==> config.mk <==
export PLATFORM = sky130hd
export DESIGN_NAME = command_line_tokenizer_flat
export DESIGN_NICKNAME = d
export VERILOG_FILES = /design/src/rtl/clt_pkg.sv /design/src/rtl/clt_if.sv /design/src/rtl/clt_step.sv /design/src/rtl/clt_res_fifo.sv /design/src/rtl/command_line_tokenizer.sv /design/src/flat_wrapper.sv
export SDC_FILE = /design/constraint.sdc
export NUM_CORES = 1
export LEC_CHECK = 0
export BUFFER_PORTS_ARGS = -buffer_cell sky130_fd_sc_hd__buf_2
export CAP_MARGIN = 15
export CORE_MARGIN = 10
export CORE_UTILIZATION = 45
export DETAILED_ROUTE_END_ITERATION = 12
export PLACE_DENSITY = 0.72
export REMOVE_ABC_BUFFERS = 1
export SLEW_MARGIN = 25
export SYNTH_ARGS = -nofsm -noshare
export SYNTH_HDL_FRONTEND = slang
export SYNTH_HIERARCHICAL = 1
export SYNTH_SLANG_ARGS = --single-unit
export TNS_END_PERCENT = 20
==> constraint.sdc <==
create_clock -name clk -period 6.2 [get_ports clk]
set_clock_uncertainty 0.05 [all_clocks]
set_input_delay 0.62 -clock clk [delete_from_list [all_inputs] [get_ports clk]]
set_output_delay 0.62 -clock clk [all_outputs]
set_load 0.01 [all_outputs]
==> src/rtl/clt_pkg.sv <==
// Shared types and constants of the command line tokenizer.
`default_nettype none

package clt_pkg;

    // Widths and reset values
    localparam int POSITION_BITS_DEFAULT = 16;
    localparam int POS_OUT_W = 16;
    localparam int LEN_W = 16;
    localparam logic [LEN_W-1:0] MAX_LEN_RESET = 16'd1024;

    // Result queue depth; an item may push two results at once
    localparam int RES_DEPTH = 4;
    localparam int RES_PTR_W = $clog2(RES_DEPTH);
    localparam int RES_CNT_W = $clog2(RES_DEPTH + 1);

    // Result kinds
    localparam logic [1:0] KIND_BYTE = 2'd0;
    localparam logic [1:0] KIND_END  = 2'd1;
    localparam logic [1:0] KIND_ERR  = 2'd2;

    // Error codes
    localparam logic [2:0] ERR_NONE      = 3'd0;
    localparam logic [2:0] ERR_QUOTE     = 3'd1;
    localparam logic [2:0] ERR_ESCAPE    = 3'd2;
    localparam logic [2:0] ERR_TOO_LONG  = 3'd3;
    localparam logic [2:0] ERR_SEPARATOR = 3'd4;

    // Parse modes
    typedef enum logic [9:0] {
        M_SKIP    = 10'b00_0000_0001,
        M_COMMENT = 10'b00_0000_0010,
        M_BARE    = 10'b00_0000_0100,
        M_TRAIL   = 10'b00_0000_1000,
        M_QUOTED  = 10'b00_0001_0000,
        M_ESC     = 10'b00_0010_0000,
        M_HEX1    = 10'b00_0100_0000,
        M_HEX2    = 10'b00_1000_0000,
        M_AFTERQ  = 10'b01_0000_0000,
        M_DRAIN   = 10'b10_0000_0000
    } mode_t;

    // Parser state apart from the positions
    typedef struct packed {
        mode_t             mode;
        logic              quote_dbl;
        logic [3:0]        hex_hi;
        logic [LEN_W-1:0]  tok_len;
    } state_t;

    // One result record
    typedef struct packed {
        logic [1:0]           kind;
        logic [7:0]           token_byte;
        logic                 command_end;
        logic [2:0]           error_code;
        logic [POS_OUT_W-1:0] start_line;
        logic [POS_OUT_W-1:0] start_column;
        logic                 last;
    } rec_t;

    // Results of one item, in order
    typedef struct packed {
        logic [1:0] count;
        rec_t       r0;
        rec_t       r1;
    } step_out_t;

endpackage

`default_nettype wire

==> src/rtl/clt_if.sv <==
// Handshake channels of the command line tokenizer: input bytes, results, configuration.
`default_nettype none

interface clt_item_if ();
    logic       valid;
    logic       ready;
    logic [7:0] byte_in;
    logic       stream_end;

    modport source (output valid, output byte_in, output stream_end, input ready);
    modport sink   (input valid, input byte_in, input stream_end, output ready);
endinterface

interface clt_result_if import clt_pkg::*; ();
    logic                 valid;
    logic                 ready;
    logic [1:0]           kind;
    logic [7:0]           token_byte;
    logic                 command_end;
    logic [2:0]           error_code;
    logic [POS_OUT_W-1:0] start_line;
    logic [POS_OUT_W-1:0] start_column;
    logic                 last;

    modport source (output valid, output kind, output token_byte, output command_end,
                    output error_code, output start_line, output start_column,
                    output last, input ready);
    modport sink   (input valid, input kind, input token_byte, input command_end,
                    input error_code, input start_line, input start_column,
                    input last, output ready);
endinterface

interface clt_cfg_if import clt_pkg::*; ();
    logic             valid;
    logic             ready;
    logic [LEN_W-1:0] data;

    modport source (output valid, output data, input ready);
    modport sink   (input valid, input data, output ready);
endinterface

`default_nettype wire

==> src/rtl/clt_step.sv <==
// Next-state and result logic for one input byte or end-of-stream mark.
`default_nettype none

module clt_step
    import clt_pkg::*;
#(
    parameter int POSITION_BITS = POSITION_BITS_DEFAULT
)
(
    input  state_t                   state,
    input  logic [POSITION_BITS-1:0] line,
    input  logic [POSITION_BITS-1:0] column,
    input  logic [POSITION_BITS-1:0] tok_line,
    input  logic [POSITION_BITS-1:0] tok_column,
    input  logic [LEN_W-1:0]         max_len,
    input  logic [7:0]               byte_in,
    input  logic                     stream_end,
    output state_t                   state_next,
    output logic [POSITION_BITS-1:0] line_next,
    output logic [POSITION_BITS-1:0] column_next,
    output logic [POSITION_BITS-1:0] tok_line_next,
    output logic [POSITION_BITS-1:0] tok_column_next,
    output step_out_t                res
);

    localparam logic [7:0] CH_NL    = 8'h0A;
    localparam logic [7:0] CH_TAB   = 8'h09;
    localparam logic [7:0] CH_VT    = 8'h0B;
    localparam logic [7:0] CH_FF    = 8'h0C;
    localparam logic [7:0] CH_CR    = 8'h0D;
    localparam logic [7:0] CH_SP    = 8'h20;
    localparam logic [7:0] CH_SEMI  = 8'h3B;
    localparam logic [7:0] CH_HASH  = 8'h23;
    localparam logic [7:0] CH_DQ    = 8'h22;
    localparam logic [7:0] CH_SQ    = 8'h27;
    localparam logic [7:0] CH_BS    = 8'h5C;
    localparam logic [7:0] CH_N     = 8'h6E;
    localparam logic [7:0] CH_X     = 8'h78;

    // Decode a hex digit: bit 4 flags a valid digit
    function automatic logic [4:0] hex_digit(input logic [7:0] c);
        logic [4:0] r;
        r = 5'd0;
        if (c >= 8'h30 && c <= 8'h39) r = {1'b1, 4'(c - 8'h30)};
        else if (c >= 8'h61 && c <= 8'h66) r = {1'b1, 4'(c - 8'h57)};
        else if (c >= 8'h41 && c <= 8'h46) r = {1'b1, 4'(c - 8'h37)};
        return r;
    endfunction

    logic             is_nl, is_semi, is_hash, is_dq, is_sq, is_bs, is_blank, is_quote;
    logic [4:0]       hex;
    logic             start;
    logic             end_v, end_cmd;
    logic             push_v, push_ok;
    logic [7:0]       push_b;
    logic             err_v;
    logic [2:0]       err_c;
    logic [LEN_W-1:0] len_base;
    rec_t             end_rec, second_rec;
    logic             second_v;

    assign is_nl    = (byte_in == CH_NL);
    assign is_semi  = (byte_in == CH_SEMI);
    assign is_hash  = (byte_in == CH_HASH);
    assign is_dq    = (byte_in == CH_DQ);
    assign is_sq    = (byte_in == CH_SQ);
    assign is_bs    = (byte_in == CH_BS);
    assign is_blank = is_nl || byte_in == CH_SP || byte_in == CH_TAB || byte_in == CH_VT
                      || byte_in == CH_FF || byte_in == CH_CR;
    assign is_quote = state.quote_dbl ? is_dq : is_sq;
    assign hex      = hex_digit(byte_in);

    // Mode update and the results it calls for
    always_comb
    begin
        state_next      = state;
        tok_line_next   = tok_line;
        tok_column_next = tok_column;
        start    = 1'b0;
        end_v    = 1'b0;
        end_cmd  = 1'b0;
        push_v   = 1'b0;
        push_b   = byte_in;
        err_v    = 1'b0;
        err_c    = ERR_NONE;
        len_base = state.tok_len;
        push_ok  = 1'b0;

        if (stream_end)
        begin
            case (state.mode)
                M_BARE, M_TRAIL, M_AFTERQ:
                begin
                    end_v   = 1'b1;
                    end_cmd = 1'b1;
                end
                M_QUOTED:
                begin
                    err_v = 1'b1;
                    err_c = ERR_QUOTE;
                end
                M_ESC, M_HEX1, M_HEX2:
                begin
                    err_v = 1'b1;
                    err_c = ERR_ESCAPE;
                end
                default: ;
            endcase
            state_next.mode = M_SKIP;
        end
        else
        begin
            case (state.mode)
                M_COMMENT, M_DRAIN:
                begin
                    if (is_nl) state_next.mode = M_SKIP;
                end
                M_BARE:
                begin
                    if (is_nl || is_semi)
                    begin
                        end_v = 1'b1;
                        end_cmd = 1'b1;
                        state_next.mode = M_SKIP;
                    end
                    else if (is_blank) state_next.mode = M_TRAIL;
                    else push_v = 1'b1;
                end
                M_TRAIL:
                begin
                    if (is_nl || is_semi)
                    begin
                        end_v = 1'b1;
                        end_cmd = 1'b1;
                        state_next.mode = M_SKIP;
                    end
                    else if (is_hash)
                    begin
                        end_v = 1'b1;
                        end_cmd = 1'b1;
                        state_next.mode = M_COMMENT;
                    end
                    else if (!is_blank)
                    begin
                        end_v = 1'b1;
                        start = 1'b1;
                    end
                end
                M_AFTERQ:
                begin
                    if (is_nl || is_semi)
                    begin
                        end_v = 1'b1;
                        end_cmd = 1'b1;
                        state_next.mode = M_SKIP;
                    end
                    else if (is_blank) state_next.mode = M_TRAIL;
                    else
                    begin
                        err_v = 1'b1;
                        err_c = ERR_SEPARATOR;
                        state_next.mode = M_DRAIN;
                    end
                end
                M_QUOTED:
                begin
                    if (is_nl)
                    begin
                        err_v = 1'b1;
                        err_c = ERR_QUOTE;
                        state_next.mode = M_SKIP;
                    end
                    else if (is_quote) state_next.mode = M_AFTERQ;
                    else if (is_bs) state_next.mode = M_ESC;
                    else push_v = 1'b1;
                end
                M_ESC:
                begin
                    if (is_dq || is_sq || is_bs)
                    begin
                        state_next.mode = M_QUOTED;
                        push_v = 1'b1;
                    end
                    else if (byte_in == CH_N)
                    begin
                        state_next.mode = M_QUOTED;
                        push_v = 1'b1;
                        push_b = CH_NL;
                    end
                    else if (byte_in == CH_X) state_next.mode = M_HEX1;
                    else
                    begin
                        err_v = 1'b1;
                        err_c = ERR_ESCAPE;
                        state_next.mode = M_DRAIN;
                    end
                end
                M_HEX1:
                begin
                    if (!hex[4])
                    begin
                        err_v = 1'b1;
                        err_c = ERR_ESCAPE;
                        state_next.mode = M_DRAIN;
                    end
                    else
                    begin
                        state_next.hex_hi = hex[3:0];
                        state_next.mode = M_HEX2;
                    end
                end
                M_HEX2:
                begin
                    if (!hex[4])
                    begin
                        err_v = 1'b1;
                        err_c = ERR_ESCAPE;
                        state_next.mode = M_DRAIN;
                    end
                    else
                    begin
                        state_next.mode = M_QUOTED;
                        push_v = 1'b1;
                        push_b = {state.hex_hi, hex[3:0]};
                    end
                end
                default:
                begin
                    if (is_blank || is_semi) state_next.mode = M_SKIP;
                    else if (is_hash) state_next.mode = M_COMMENT;
                    else start = 1'b1;
                end
            endcase

            // Open a new token at this byte
            if (start)
            begin
                tok_line_next   = line;
                tok_column_next = column;
                len_base        = '0;
                if (is_dq || is_sq)
                begin
                    state_next.quote_dbl = is_dq;
                    state_next.mode = M_QUOTED;
                end
                else
                begin
                    state_next.mode = M_BARE;
                    push_v = 1'b1;
                end
            end

            // Append a byte, or fail when the token is full
            state_next.tok_len = len_base;
            if (push_v)
            begin
                if (len_base >= max_len)
                begin
                    err_v = 1'b1;
                    err_c = ERR_TOO_LONG;
                    state_next.mode = M_DRAIN;
                end
                else
                begin
                    push_ok = 1'b1;
                    state_next.tok_len = len_base + 1'b1;
                end
            end
        end
    end

    // Advance the text position, saturating; restart it at end of stream
    always_comb
    begin
        line_next   = line;
        column_next = column;
        if (stream_end)
        begin
            line_next   = POSITION_BITS'(1);
            column_next = POSITION_BITS'(1);
        end
        else if (is_nl)
        begin
            if (!(&line)) line_next = line + 1'b1;
            column_next = POSITION_BITS'(1);
        end
        else if (!(&column))
        begin
            column_next = column + 1'b1;
        end
    end

    // Assemble the results: a token end always comes first
    always_comb
    begin
        end_rec              = '0;
        end_rec.kind         = KIND_END;
        end_rec.command_end  = end_cmd;
        end_rec.error_code   = ERR_NONE;
        end_rec.start_line   = POS_OUT_W'(tok_line);
        end_rec.start_column = POS_OUT_W'(tok_column);

        second_rec              = '0;
        second_rec.kind         = push_ok ? KIND_BYTE : KIND_ERR;
        second_rec.token_byte   = push_ok ? push_b : 8'd0;
        second_rec.error_code   = push_ok ? ERR_NONE : err_c;
        second_rec.start_line   = POS_OUT_W'(tok_line_next);
        second_rec.start_column = POS_OUT_W'(tok_column_next);
        second_rec.last         = 1'b1;

        second_v = push_ok || err_v;

        res.count = {1'b0, end_v} + {1'b0, second_v};
        res.r1    = second_rec;
        if (end_v)
        begin
            res.r0      = end_rec;
            res.r0.last = !second_v;
        end
        else
        begin
            res.r0 = second_rec;
        end
    end

endmodule

`default_nettype wire

==> src/rtl/clt_res_fifo.sv <==
// Result queue: takes up to two records a cycle, hands out one per transfer.
`default_nettype none

module clt_res_fifo
    import clt_pkg::*;
(
    input  logic               clk,
    input  logic               rst_n,
    input  logic               push,
    input  step_out_t          push_data,
    output logic               room2,
    clt_result_if.source       result
);

    rec_t                 mem [RES_DEPTH];
    logic [RES_PTR_W-1:0] wr_reg, rd_reg;
    logic [RES_CNT_W-1:0] cnt_reg, cnt_next;
    logic [RES_CNT_W-1:0] n_in;
    logic                 pop;
    rec_t                 head;

    assign n_in  = push ? RES_CNT_W'(push_data.count) : '0;
    assign pop   = result.valid && result.ready;
    assign room2 = (cnt_reg <= RES_CNT_W'(RES_DEPTH - 2));
    assign cnt_next = cnt_reg + n_in - RES_CNT_W'(pop);

    // Hold pointers and fill level
    always_ff @(posedge clk or negedge rst_n)
    begin
        if (!rst_n)
        begin
            wr_reg  <= '0;
            rd_reg  <= '0;
            cnt_reg <= '0;
        end
        else
        begin
            wr_reg  <= wr_reg + RES_PTR_W'(n_in);
            rd_reg  <= rd_reg + RES_PTR_W'(pop);
            cnt_reg <= cnt_next;
        end
    end

    // Write the new records in order
    always_ff @(posedge clk)
    begin
        if (push && push_data.count != 2'd0)
        begin
            mem[wr_reg] <= push_data.r0;
            if (push_data.count == 2'd2)
                mem[wr_reg + RES_PTR_W'(1)] <= push_data.r1;
        end
    end

    assign head = mem[rd_reg];

    assign result.valid        = (cnt_reg != '0);
    assign result.kind         = head.kind;
    assign result.token_byte   = head.token_byte;
    assign result.command_end  = head.command_end;
    assign result.error_code   = head.error_code;
    assign result.start_line   = head.start_line;
    assign result.start_column = head.start_column;
    assign result.last         = head.last;

endmodule

`default_nettype wire

==> src/rtl/command_line_tokenizer.sv <==
// Top level of the command line tokenizer: input register, parser state, result queue.
`default_nettype none

// Streaming shell-style tokenizer. One byte (or an end-of-stream mark) is taken per
// item and the block accepts a new item every cycle while the result queue has room
// for two records. Each item is held in an input register while the parser state and
// its results are worked out, and the results go into a four-entry result queue; the
// first result of an item is offered from that queue after the input register. Most
// items give at most one result; a byte that closes one token and opens another gives
// two, which leave the queue over two output transfers, so the sustained rate is one
// item per cycle as long as results are taken as fast as they are made. The token
// length limit is written on the configuration channel (reset 1024) and takes effect
// for the next byte; write it only while no result is outstanding.
module command_line_tokenizer
    import clt_pkg::*;
#(
    parameter int POSITION_BITS = POSITION_BITS_DEFAULT
)
(
    input  logic          clk,
    input  logic          rst_n,
    clt_item_if.sink      item,
    clt_result_if.source  result,
    clt_cfg_if.sink       cfg
);

    logic                     s1_valid_reg;
    logic [7:0]               s1_byte_reg;
    logic                     s1_eos_reg;
    logic                     room2;
    logic                     fire;

    state_t                   state_reg, state_next;
    logic [POSITION_BITS-1:0] line_reg, line_next;
    logic [POSITION_BITS-1:0] col_reg, col_next;
    logic [POSITION_BITS-1:0] tline_reg, tline_next;
    logic [POSITION_BITS-1:0] tcol_reg, tcol_next;
    logic [LEN_W-1:0]         max_len_reg;
    step_out_t                step_res;

    // Process the held item once the queue can take two records
    assign fire       = s1_valid_reg && room2;
    assign item.ready = !s1_valid_reg || room2;
    assign cfg.ready  = 1'b1;

    // Input register
    always_ff @(posedge clk or negedge rst_n)
    begin
        if (!rst_n)
            s1_valid_reg <= 1'b0;
        else if (item.ready)
            s1_valid_reg <= item.valid;
    end

    always_ff @(posedge clk)
    begin
        if (item.valid && item.ready)
        begin
            s1_byte_reg <= item.byte_in;
            s1_eos_reg  <= item.stream_end;
        end
    end

    // Length limit register
    always_ff @(posedge clk or negedge rst_n)
    begin
        if (!rst_n)
            max_len_reg <= MAX_LEN_RESET;
        else if (cfg.valid && cfg.ready)
            max_len_reg <= cfg.data;
    end

    clt_step #(
        .POSITION_BITS (POSITION_BITS)
    ) u_step (
        .state           (state_reg),
        .line            (line_reg),
        .column          (col_reg),
        .tok_line        (tline_reg),
        .tok_column      (tcol_reg),
        .max_len         (max_len_reg),
        .byte_in         (s1_byte_reg),
        .stream_end      (s1_eos_reg),
        .state_next      (state_next),
        .line_next       (line_next),
        .column_next     (col_next),
        .tok_line_next   (tline_next),
        .tok_column_next (tcol_next),
        .res             (step_res)
    );

    // Parser state
    always_ff @(posedge clk or negedge rst_n)
    begin
        if (!rst_n)
        begin
            state_reg.mode      <= M_SKIP;
            state_reg.quote_dbl <= 1'b0;
            state_reg.hex_hi    <= '0;
            state_reg.tok_len   <= '0;
            line_reg            <= POSITION_BITS'(1);
            col_reg             <= POSITION_BITS'(1);
            tline_reg           <= '0;
            tcol_reg            <= '0;
        end
        else if (fire)
        begin
            state_reg <= state_next;
            line_reg  <= line_next;
            col_reg   <= col_next;
            tline_reg <= tline_next;
            tcol_reg  <= tcol_next;
        end
    end

    clt_res_fifo u_fifo (
        .clk       (clk),
        .rst_n     (rst_n),
        .push      (fire),
        .push_data (step_res),
        .room2     (room2),
        .result    (result)
    );

    // An end of stream restarts the position at line 1, column 1
    a_eos_pos: assert property (@(posedge clk) disable iff (!rst_n)
        fire && s1_eos_reg |=> line_reg == POSITION_BITS'(1) && col_reg == POSITION_BITS'(1))
        else $error("position not restarted after end of stream");

    // An end of stream outside a token gives no result
    a_eos_quiet: assert property (@(posedge clk) disable iff (!rst_n)
        fire && s1_eos_reg && (state_reg.mode == M_SKIP || state_reg.mode == M_COMMENT
            || state_reg.mode == M_DRAIN) |-> step_res.count == 2'd0)
        else $error("result produced by end of stream outside a token");

    // Two results from one byte always open with a token end
    a_pair_order: assert property (@(posedge clk) disable iff (!rst_n)
        fire && step_res.count == 2'd2 |-> step_res.r0.kind == KIND_END && !step_res.r0.last)
        else $error("two results without a leading token end");

endmodule

`default_nettype wire

==> src/flat_wrapper.sv <==
// flat-port wrapper written by rule: the top's interface ports become plain ports
module command_line_tokenizer_flat import clt_pkg::*;
#(
    parameter int POSITION_BITS = POSITION_BITS_DEFAULT
)
  (clk, rst_n, item_valid, item_byte_in, item_stream_end, item_ready, result_valid, result_kind, result_token_byte, result_command_end, result_error_code, result_start_line, result_start_column, result_last, result_ready, cfg_valid, cfg_data, cfg_ready);
  clt_item_if item_i ();
  clt_result_if result_i ();
  clt_cfg_if cfg_i ();
  input  logic clk;
  input  logic rst_n;
  input wire logic [$bits(item_i.valid)-1:0] item_valid;
  input wire logic [$bits(item_i.byte_in)-1:0] item_byte_in;
  input wire logic [$bits(item_i.stream_end)-1:0] item_stream_end;
  output wire logic [$bits(item_i.ready)-1:0] item_ready;
  output wire logic [$bits(result_i.valid)-1:0] result_valid;
  output wire logic [$bits(result_i.kind)-1:0] result_kind;
  output wire logic [$bits(result_i.token_byte)-1:0] result_token_byte;
  output wire logic [$bits(result_i.command_end)-1:0] result_command_end;
  output wire logic [$bits(result_i.error_code)-1:0] result_error_code;
  output wire logic [$bits(result_i.start_line)-1:0] result_start_line;
  output wire logic [$bits(result_i.start_column)-1:0] result_start_column;
  output wire logic [$bits(result_i.last)-1:0] result_last;
  input wire logic [$bits(result_i.ready)-1:0] result_ready;
  input wire logic [$bits(cfg_i.valid)-1:0] cfg_valid;
  input wire logic [$bits(cfg_i.data)-1:0] cfg_data;
  output wire logic [$bits(cfg_i.ready)-1:0] cfg_ready;
  assign item_i.valid = item_valid;
  assign item_i.byte_in = item_byte_in;
  assign item_i.stream_end = item_stream_end;
  assign item_ready = item_i.ready;
  assign result_valid = result_i.valid;
  assign result_kind = result_i.kind;
  assign result_token_byte = result_i.token_byte;
  assign result_command_end = result_i.command_end;
  assign result_error_code = result_i.error_code;
  assign result_start_line = result_i.start_line;
  assign result_start_column = result_i.start_column;
  assign result_last = result_i.last;
  assign result_i.ready = result_ready;
  assign cfg_i.valid = cfg_valid;
  assign cfg_i.data = cfg_data;
  assign cfg_ready = cfg_i.ready;
  command_line_tokenizer #(.POSITION_BITS(POSITION_BITS)) u_core (.clk(clk), .rst_n(rst_n), .item(item_i), .result(result_i), .cfg(cfg_i));
endmodule
== Yosys cells after proc, flatten, opt, wreduce, memory -nomap -nowiden ==
Memories as Yosys holds them, arrays and structs flattened.
Index checks and enable logic that the tools add are counted.
W data, S select, Z words.
Storage, ports and cells
  flip-flop bits (word level): 128
  bits in latches: 0
  memory bits (writable): 188
  memory bits (read-only): 0
  output and inout bits: 50
  memories: 1
Memory list
  u_core.u_fifo.mem: words 4, width 47, read ports 1, clocked after memory_dff 0, write ports 2, line clt_res_fifo.sv:15  | rec_t mem [RES_DEPTH];
Cells by class
  add/subtract/negate cells: 12
  $mul: 0
  divide/modulo/power cells: 0
  $lt $le $gt $ge: 8
  equality and inequality tests: 25
  shift operators: 0
  muxes and demuxes: 109
  bitwise gates (word level): 1
  reduce and logical (&&, ||, !) cells: 37
Operator list (number)
  $mux W16: 14
  $mux W10: 19
  $pmux W10 S8: 1
  $add A16 B1 Y16 const B: 3
  $mux W47: 1
  $mux W1: 44
  $eq A8 B4 Y1 const B: 5
  $eq A8 B6 Y1 const B: 5
  $mux W8: 5
  $reduce_and A16 Y1: 2
  $eq A8 B7 Y1 const B: 3
  $mux W5: 4
  $mux W3: 6
  $ge A16 B16 Y1: 1
  $ge A8 B7 Y1 const B: 2
  $le A8 B7 Y1 const B: 2
  $pmux W8 S2: 1
  $mux W2: 6
  $pmux W3 S4: 1
  $logic_or A1 B1 Y1: 11
  $mux W11: 1
  $eq A10 B10 Y1 const B: 1
  $eq A10 B2 Y1 const B: 1
  $eq A10 B3 Y1 const B: 1
  other kinds (35): 52

== Depth between registers and ports, before layout ==
Gate-level depths: netlist of the first run.
  depth in word-level cells: 23
  mapped depth: 20
  gate-level depth less buffers: 18

== By module ==
Netlist of the first run, hierarchy kept.
By module, submodules not included
  clt_res_fifo: instances 1, cells an instance 500, area an instance 9580.4 sq um, seq. area each 5820.6 sq um
  command_line_tokenizer: instances 1, cells an instance 251, area an instance 4662.0 sq um, seq. area each 3078.0 sq um
  clt_step: instances 1, cells an instance 720, area an instance 4357.9 sq um, seq. area each 0.0 sq um

== Least setup slack after synthesis of the first run ==
No wires, ideal clock.
  kind: reg2reg
  from: register u_core.s1_byte_reg[0]
  to: memory u_core/u_fifo/mem[1][0] (netlist name), enable pin
  library setup time: 0.452 ns
  data arrival time: 5.175 ns
  data required time: 5.698 ns
  path slack: 0.522 ns
  stages on the path, launching flop included: 16
  buffers on the path: 1
  period minus slack after synthesis: 5.678 ns
  path through: edfxtp_1 -> inv_1 -> ha_1 -> o21ba_2 -> o21ai_1 -> and2_1 -> clkbuf_2 -> o221ai_1 -> or2_2 -> nor2_2 -> o2111ai_1 -> o21a_1 -> ha_1 -> mux2_2 -> nand2_1 -> nor2_1
RTL lines
  start: declaration: line command_line_tokenizer.sv:28  | logic [7:0] s1_byte_reg;
  start signal: assignment: line command_line_tokenizer.sv:59  | s1_byte_reg <= item.byte_in;
  end: declaration: line clt_res_fifo.sv:15

==> results by group, run 1 <==
Cells and area
  • Commonest non-fill, non-tap cell in the layout: mux2_2
  • Max reg flops: 188
  • FILL cells: 3481
  • FF+latch area: 8900 um^2
  • P&R area growth vs syn: 9.49%
  • Ratio of cells with drive above 1 in the final layout: 0.355
  • Final cell count without fillers: 2057
  • Final nets: 1556
  • Multi-input logic area: 8860 um^2
  • Final core occ: 0.499
  • Most frequent cells in the layout: 234 x mux2_2, 197 x edfxtp_1, 153 x nand2_1

Setup path
  • Critical Path Start Type: flip-flop
  • Crit path launch: u_core/s1_byte_reg[0]
  • Critical path endpoint category: flip-flop
  • Setup crit end: u_core/u_fifo/mem[3][46]
  • Critical path arrival: 5.87 ns
  • Reg2reg path depth: 17
  • Slowest cell on the critical path: a211oi_1
  • Worst Setup Path Type: reg2reg
  • Req. time, crit path: 6.44 ns
  • CP peak stage delay: 0.50 ns
  • R2r startpoint: u_core/s1_byte_reg[0]
  • R2R setup slack: 0.57 ns
  • Crit path cell chain: inv_1 > ha_1 > o21ai_0 > o2bb2ai_1 > a211oi_1 > and2_1 > nand2_1 > and2_1 > ha_1 > and4_1 > a221o_1 > a221oi_1 > o21ai_0 > a211o_4 > nand2b_2 > nor2b_1 > mux2_2
  • Worst r2r dst: u_core/u_fifo/mem[3][46]
  • CP max FO: 18

Global route
  • Initial antenna violation count: 1
  • Pin count of the biggest net entering global routing: 72
  • First-pass GRT wire length: 68800 um
  • Total grt overflow: 0
  • Vias in the first global route: 12.2k
  • Global-route usage over all layers: 0.171

Drt
  • Routed wire per std cell: 21.0 um
  • Post-route DRC: 0
  • Pre-Repair DR Iteration Count: 5
  • First-iteration detailed-routing DRC count: 1054
  • Vias: 11.9k
  • ANT nets after route: 0
  • Total Wirelength: 43100 um
  • Drt via density: 5.79

CTS
  • Clock-pin slew on the worst setup and hold paths: 0.06 ns
  • Root buffer cell: clkbuf_16
  • CTS tree: built
  • Skew-Pair Late Insertion Delay: 0.55 ns
  • CTS Buf Count: 36
  • Cts hold-fix bufs: 0
  • Max H-tree Level: 2
  • Post-CTS setup buffers: 0
  • Clock sinks: 316
  • Max clock buf depth: 3

Placed design
  • Post-DP HPWL: 27400 um
  • Placed cells: 1991
  • RePlAce Congestion: 0.886
  • Place WS: 0.473 ns
  • I/O Buffers: 78

Timing
  • Setup_tns: 0 ns
  • Setup violators final: 0
  • Post-route minimum period: 5.63 ns
  • Final period utilization: 0.908
  • Worst-Margin Slew: 0.963 ns
  • Peak Freq: 0.178 GHz
  • Slew headroom: 0.358
  • Slew Limit Fails: 0
  • RSZ-0062 raised after global routing: false
  • Final worst setup slack: 0.573 ns
  • Hold Vio Cnt, Final: 0

Worst hold path
  • Worst Hold Class: in2async

Synthesis
  • Synth top area share: 0.318
  • Mux cell area share after synthesis: 0.277
  • YS warnings: 6
  • Yosys reg bits: 316
  • Post-Synthesis Cells: 1471
  • Post-synth EDFFs: 197
  • Top cells by area, synth: edfxtp_1 32%, dfrtp_1 15%, mux2_2 14%, mux4_2 5.7%, mux2_4 5.6%
  • Async SR Flop Fraction: 0.377
  • Post-synthesis xor/xnor area fraction: 0.0179
  • Adder-cell share of the synthesized area: 0.0199
  • Synth unique cells: 85
  • Post-synth top flop: edfxtp_1
  • Avg Cell Area, Syn: 12.6 um^2
  • Sequential fraction of the synthesis area: 0.478
  • Compound-Gate Fraction of Synth Area: 0.0450
  • Largest family of logic cells by synthesized area: multiplexers
  • Cell area after synthesis: 18600 um^2
  • Simple-Gate Fraction of Synth Area: 0.114
  • Yosys top cell by area: edfxtp_1

Floorplanning
  • Initial Util: 0.456
  • Number of I/O pins: 80
  • Die Y: 223 um
  • Die Width: 223 um
  • Core Region: 40800 um^2
  • Die Area: 49900 um^2
  • Row count: 74

Power and ir drop
  • Total power draw: 7.58 mW
  • Maximum VDD drop: 0.214 mV
  • Leak: 8.29 nW
  • Power density over cell area: 372 nW/um^2

Run status
  • Status: finished, final reports clean

Flow run
  • Max Cap Viol: 0
synth_stat cells (24+ instances only):
cell type	count
mux2_1	30
nand2_1	153
ha_1	28
o21ai_0	24
buf_2	32
dfrtp_1	115
inv_1	32
clkbuf_1	31
mux2_4	69
nor2_1	81
buf_4	43
mux4_2	47
a21oi_1	31
edfxtp_1	197
mux2_2	234
nand3_1	35
metal layers:
metal,vias to the layer above,wire length (um),global-route usage
met5,-,0,0
met4,0,1190,0.0530
met3,70,2570,0.0307
met2,355,20400,0.281
met1,5975,19000,0.224
li1,5500,-,-
worst min-delay path by stage:
stage	from	endpoint	depth (start not counted)
after floorplan	rst_n	u_core/col_reg[10]	0
after global placement	u_core/u_fifo/rd_reg[1]	u_core/u_fifo/rd_reg[1]	1
after detailed placement	u_core/u_fifo/rd_reg[1]	u_core/u_fifo/rd_reg[1]	1
after CTS	rst_n	u_core/state_reg[10]	1
after global routing	rst_n	u_core/state_reg[10]	1
final	rst_n	u_core/state_reg[10]	1
where the power goes:
part | switching, mW | leakage, nW | internal [mW]
Combinational | 1.53 | 4.36 | 1.18
Sequential | 0.212 | 3.40 | 2.61
Clock | 0.857 | 0.531 | 1.19
Total | 2.60 | 8.29 | 4.98
critical path: cells and delay by family, from the launching register on:
kind | cells | cell delay [ns]
DFF | 1 | 0.49
AOI/OAI and AO/OA | 7 | 2.15
adders and majority gates | 2 | 0.60
buffers and inverters | 1 | 0.13
muxes | 1 | 0.27
and+or+nand+nor | 6 | 1.71
per-stage QoR:
step                instance area [um^2]  hold slack (ns)
finish                             20400           0.0574
global route                       20400           0.0982
CTS                                20400           0.0613
detailed placement                 19200            0.414
global placement                   19200            0.407
floorplan                          17800            0.274
kinds of logic after synthesis:
logic type,Yosys count
simple gates,422
mux,388
flops,316
buf+inv,151
compound gates,124
xor+xnor,38
fa+ha+maj,29
other cells,3
final cells by class:
cell class,count,share of cell area
flip-flops and latches,316,0.437
multi-input cells,1005,0.435
clock buffers,54,0.0485
repair buffers,106,0.0342
well taps,532,0.0327
clock inverters,11,0.00614
inverters,32,0.00590
diodes,1,0.000123
repair_timing:
action / 4_1_cts / 5_1_grt
resized for setup: 0 / 2
endpoints found under the hold margin: 0 / 0
endpoints found under the setup margin: 0 / 36
Power figures use the tool's default switching activity.
==> run 2: changes to the inputs <==
--- a/config.mk
+++ b/config.mk
@@ -11,7 +11,6 @@
 export CORE_UTILIZATION = 45
 export DETAILED_ROUTE_END_ITERATION = 12
 export PLACE_DENSITY = 0.72
-export REMOVE_ABC_BUFFERS = 1
 export SLEW_MARGIN = 25
 export SYNTH_ARGS = -nofsm -noshare
 export SYNTH_HDL_FRONTEND = slang
==> run 2 against run 1 <==
Against the previous run: via count up 0.29%; maximum frequency down 0.98%; highest routed layer unchanged; sequential power about the same; sequential cell count unchanged; non-clock buffer count down 4; worst hold slack better by 0.015 ns; cell count down 0.24%; setup slack worse by 0.056 ns; total power down 0.39%.
==> results by group, run 2 (same netlist as run 1, synthesis figures left out) <==
Power and ir drop
  • Internal power: 4.95 mW (-0.51%)
  • Leak: 8.28 nW (-0.12%)
  • Psw: 2.60 mW (-0.17%)
  • Flop pwr share: 0.377 (+0.005)
  • Switch share: 0.344 (+0.000754)
  • Power density over cell area: 371 nW/um^2 (-0.35%)
  • Gate power share: 0.357 (about the same)
  • Power share of the clock group: 0.266 (-0.004)
  • Total power draw: 7.55 mW (-0.39%)
  • Maximum VDD drop: 0.374 mV (+75%)

Setup path
  • Req. time, crit path: 6.56 ns (+0.12 ns)
  • Critical Path Start Type: flip-flop
  • CP max FO: 18 (unchanged)
  • CP peak stage delay: 0.52 ns (+0.02 ns)
  • Worst Setup Path Type: reg2reg
  • R2r startpoint: u_core/s1_byte_reg[0]
  • Critical path arrival: 6.04 ns (+0.17 ns)
  • Crit path cell chain: inv_1 > ha_1 > o21ai_0 > o2bb2ai_1 > a211oi_1 > and2_1 > nand2_1 > and2_1 > ha_1 > and4_1 > a221o_1 > a221oi_1 > o21ai_0 > a211o_4 > or3_1 > a21oi_1 > mux2_2
  • Reg2reg path depth: 17 (unchanged)
  • R2R setup slack: 0.52 ns (-0.06 ns)
  • Slowest cell on the critical path: a211oi_1
  • Worst r2r dst: u_core/u_fifo/mem[0][42]
  • Critical path endpoint category: flip-flop

CTS
  • Clock sinks: 316 (unchanged)
  • Root buffer cell: clkbuf_16
  • Max H-tree Level: 2 (unchanged)
  • Max clock buf depth: 3 (unchanged)
  • CTS tree: built
  • Post-CTS setup buffers: 0 (unchanged)
  • PostCTS Resize Cnt: 0 (unchanged)
  • Skew-Pair Late Insertion Delay: 0.55 ns (about the same)
  • CTS Buf Count: 36 (unchanged)
  • Cts hold-fix bufs: 0 (unchanged)
  • Clock-pin slew on the worst setup and hold paths: 0.06 ns (about the same)

Drt
  • ANT nets after route: 0 (unchanged)
  • Pre-Repair DR Iteration Count: 5 (unchanged)
  • Post-route DRC: 0 (unchanged)
  • Vias: 11.9k (+0.29%)
  • Total Wirelength: 43000 um (-0.37%)
  • First-iteration detailed-routing DRC count: 800 (-24%)
  • Routed wire per std cell: 20.9 um (-0.13%)
  • Drt via density: 5.82 (+0.53%)

Global route
  • Vias in the first global route: 12.3k (+1.2%)
  • Initial antenna violation count: 0 (-1)
  • Pin count of the biggest net entering global routing: 75 (+4.2%)
  • Global-route usage over all layers: 0.170 (-0.000629)
  • First-pass GRT wire length: 68800 um (about the same)
  • Total grt overflow: 0 (unchanged)

Floorplanning
  • Initial Util: 0.456 (unchanged)
  • Core Region: 40800 um^2 (unchanged)
  • Die Width: 223 um (unchanged)
  • Row count: 74 (unchanged)
  • Number of I/O pins: 80 (unchanged)
  • Die Y: 223 um (unchanged)
  • Die Area: 49900 um^2 (unchanged)

Cells and area
  • # diodes: 0 (-1)
  • Commonest non-fill, non-tap cell in the layout: mux2_2
  • FILL cells: 3507 (+0.75%)
  • Final nets: 1552 (-0.26%)
  • P&R area growth vs syn: 9.44% (about the same)
  • Max reg flops: 188 (unchanged)
  • Ratio of cells with drive above 1 in the final layout: 0.353 (-0.00236)
  • Most frequent cells in the layout: 234 x mux2_2, 197 x edfxtp_1, 153 x nand2_1

Timing
  • Setup violators final: 0 (unchanged)
  • Final period utilization: 0.917 (+0.00900)
  • Slew Limit Fails: 0 (unchanged)
  • Worst-Margin Slew: 1.03 ns (+0.0635 ns)
  • RSZ-0062 raised after global routing: false
  • Setup_tns: 0 ns (unchanged)
  • Post-route minimum period: 5.68 ns (+0.0558 ns)
  • Slew headroom: 0.316 (-0.0423)
  • Peak Freq: 0.176 GHz (-0.98%)
  • Hold Vio Cnt, Final: 0 (unchanged)
  • Final worst setup slack: 0.517 ns (-0.0558 ns)

Run status
  • Status: finished, final reports clean

Placed design
  • RePlAce Congestion: 0.878 (-0.97%)
  • I/O Buffers: 78 (unchanged)
  • Post-DP HPWL: 27400 um (+0.15%)
  • Place WS: 0.620 ns (+0.146 ns)

Worst hold path
  • Worst Hold Class: in2async

Flow run
  • Max Cap Viol: 0 (unchanged)
[run 2: worst max-delay path by stage]
stage	start	slack, ns	to
after CTS	u_core/s1_byte_reg[0]	0.59	u_core/u_fifo/mem[2][43]
final	u_core/s1_byte_reg[0]	0.52	u_core/u_fifo/mem[0][42]
after global placement	u_core/s1_byte_reg[0]	0.78	u_core/u_fifo/mem[2][43]
after global routing	u_core/s1_byte_reg[0]	0.09	u_core/u_fifo/mem[1][37]
after detailed placement	u_core/s1_byte_reg[0]	0.62	u_core/u_fifo/mem[2][43]
after floorplan	u_core/s1_byte_reg[0]	0.52	u_core/u_fifo/mem[1][0]
[run 2: layout make-up]
cell class | instances | area [um^2] | share of cell area
Clock buffer | 48 | 946 | 0.0465
Clock inverter | 17 | 144 | 0.00707
Inverter | 32 | 120 | 0.00590
Multi-Input combinational cell | 1005 | 8860 | 0.435
Sequential cell | 316 | 8900 | 0.437
Tap cell | 532 | 666 | 0.0327
Timing Repair Buffer | 102 | 717 | 0.0352
[run 2: power by group through the flow]
stage / Sequential (mW) / Clock [mW] / Combinational [mW]
6_report: 2.84 / 2.01 / 2.70
5_1_grt: 2.88 / 2.14 / 2.91
4_1_cts: 2.85 / 2.06 / 2.72
3_5_place_dp: 2.89 / 0 / 2.70
3_3_place_gp: 2.92 / 0 / 2.57
2_1_floorplan: 2.74 / 0 / 2.06
[run 2: through the flow]
stage               hold slack [ns]  cell area (um^2)   util  cells
floorplan                     0.274             18600      -   1472
global placement              0.436             19100  0.469   1982
detailed placement            0.446             19200  0.471   1986
CTS                           0.183             20300  0.498   2051
global route                  0.120             20400  0.499   2052
finish                       0.0727             20400  0.499   2052
[run 2: critical path, delay by kind of cell, from the launching register on]
| kind | cells | cell delay, ns |
|---|---|---|
| AO/OA/AOI/OAI | 8 | 2.46 |
| adder cells (fa/ha/maj) | 2 | 0.60 |
| buffers and inverters | 1 | 0.13 |
| flip-flops | 1 | 0.48 |
| multiplexers | 1 | 0.22 |
| AND/OR/NAND/NOR | 5 | 1.61 |
[run 2: routing by layer]
layer / up-vias / GRT usage / routed length (um)
li1: 5495 / - / -
met1: 6058 / 0.223 / 19100
met2: 334 / 0.284 / 20700
met3: 47 / 0.0301 / 2420
met4: 0 / 0.0425 / 754
met5: - / 0 / 0
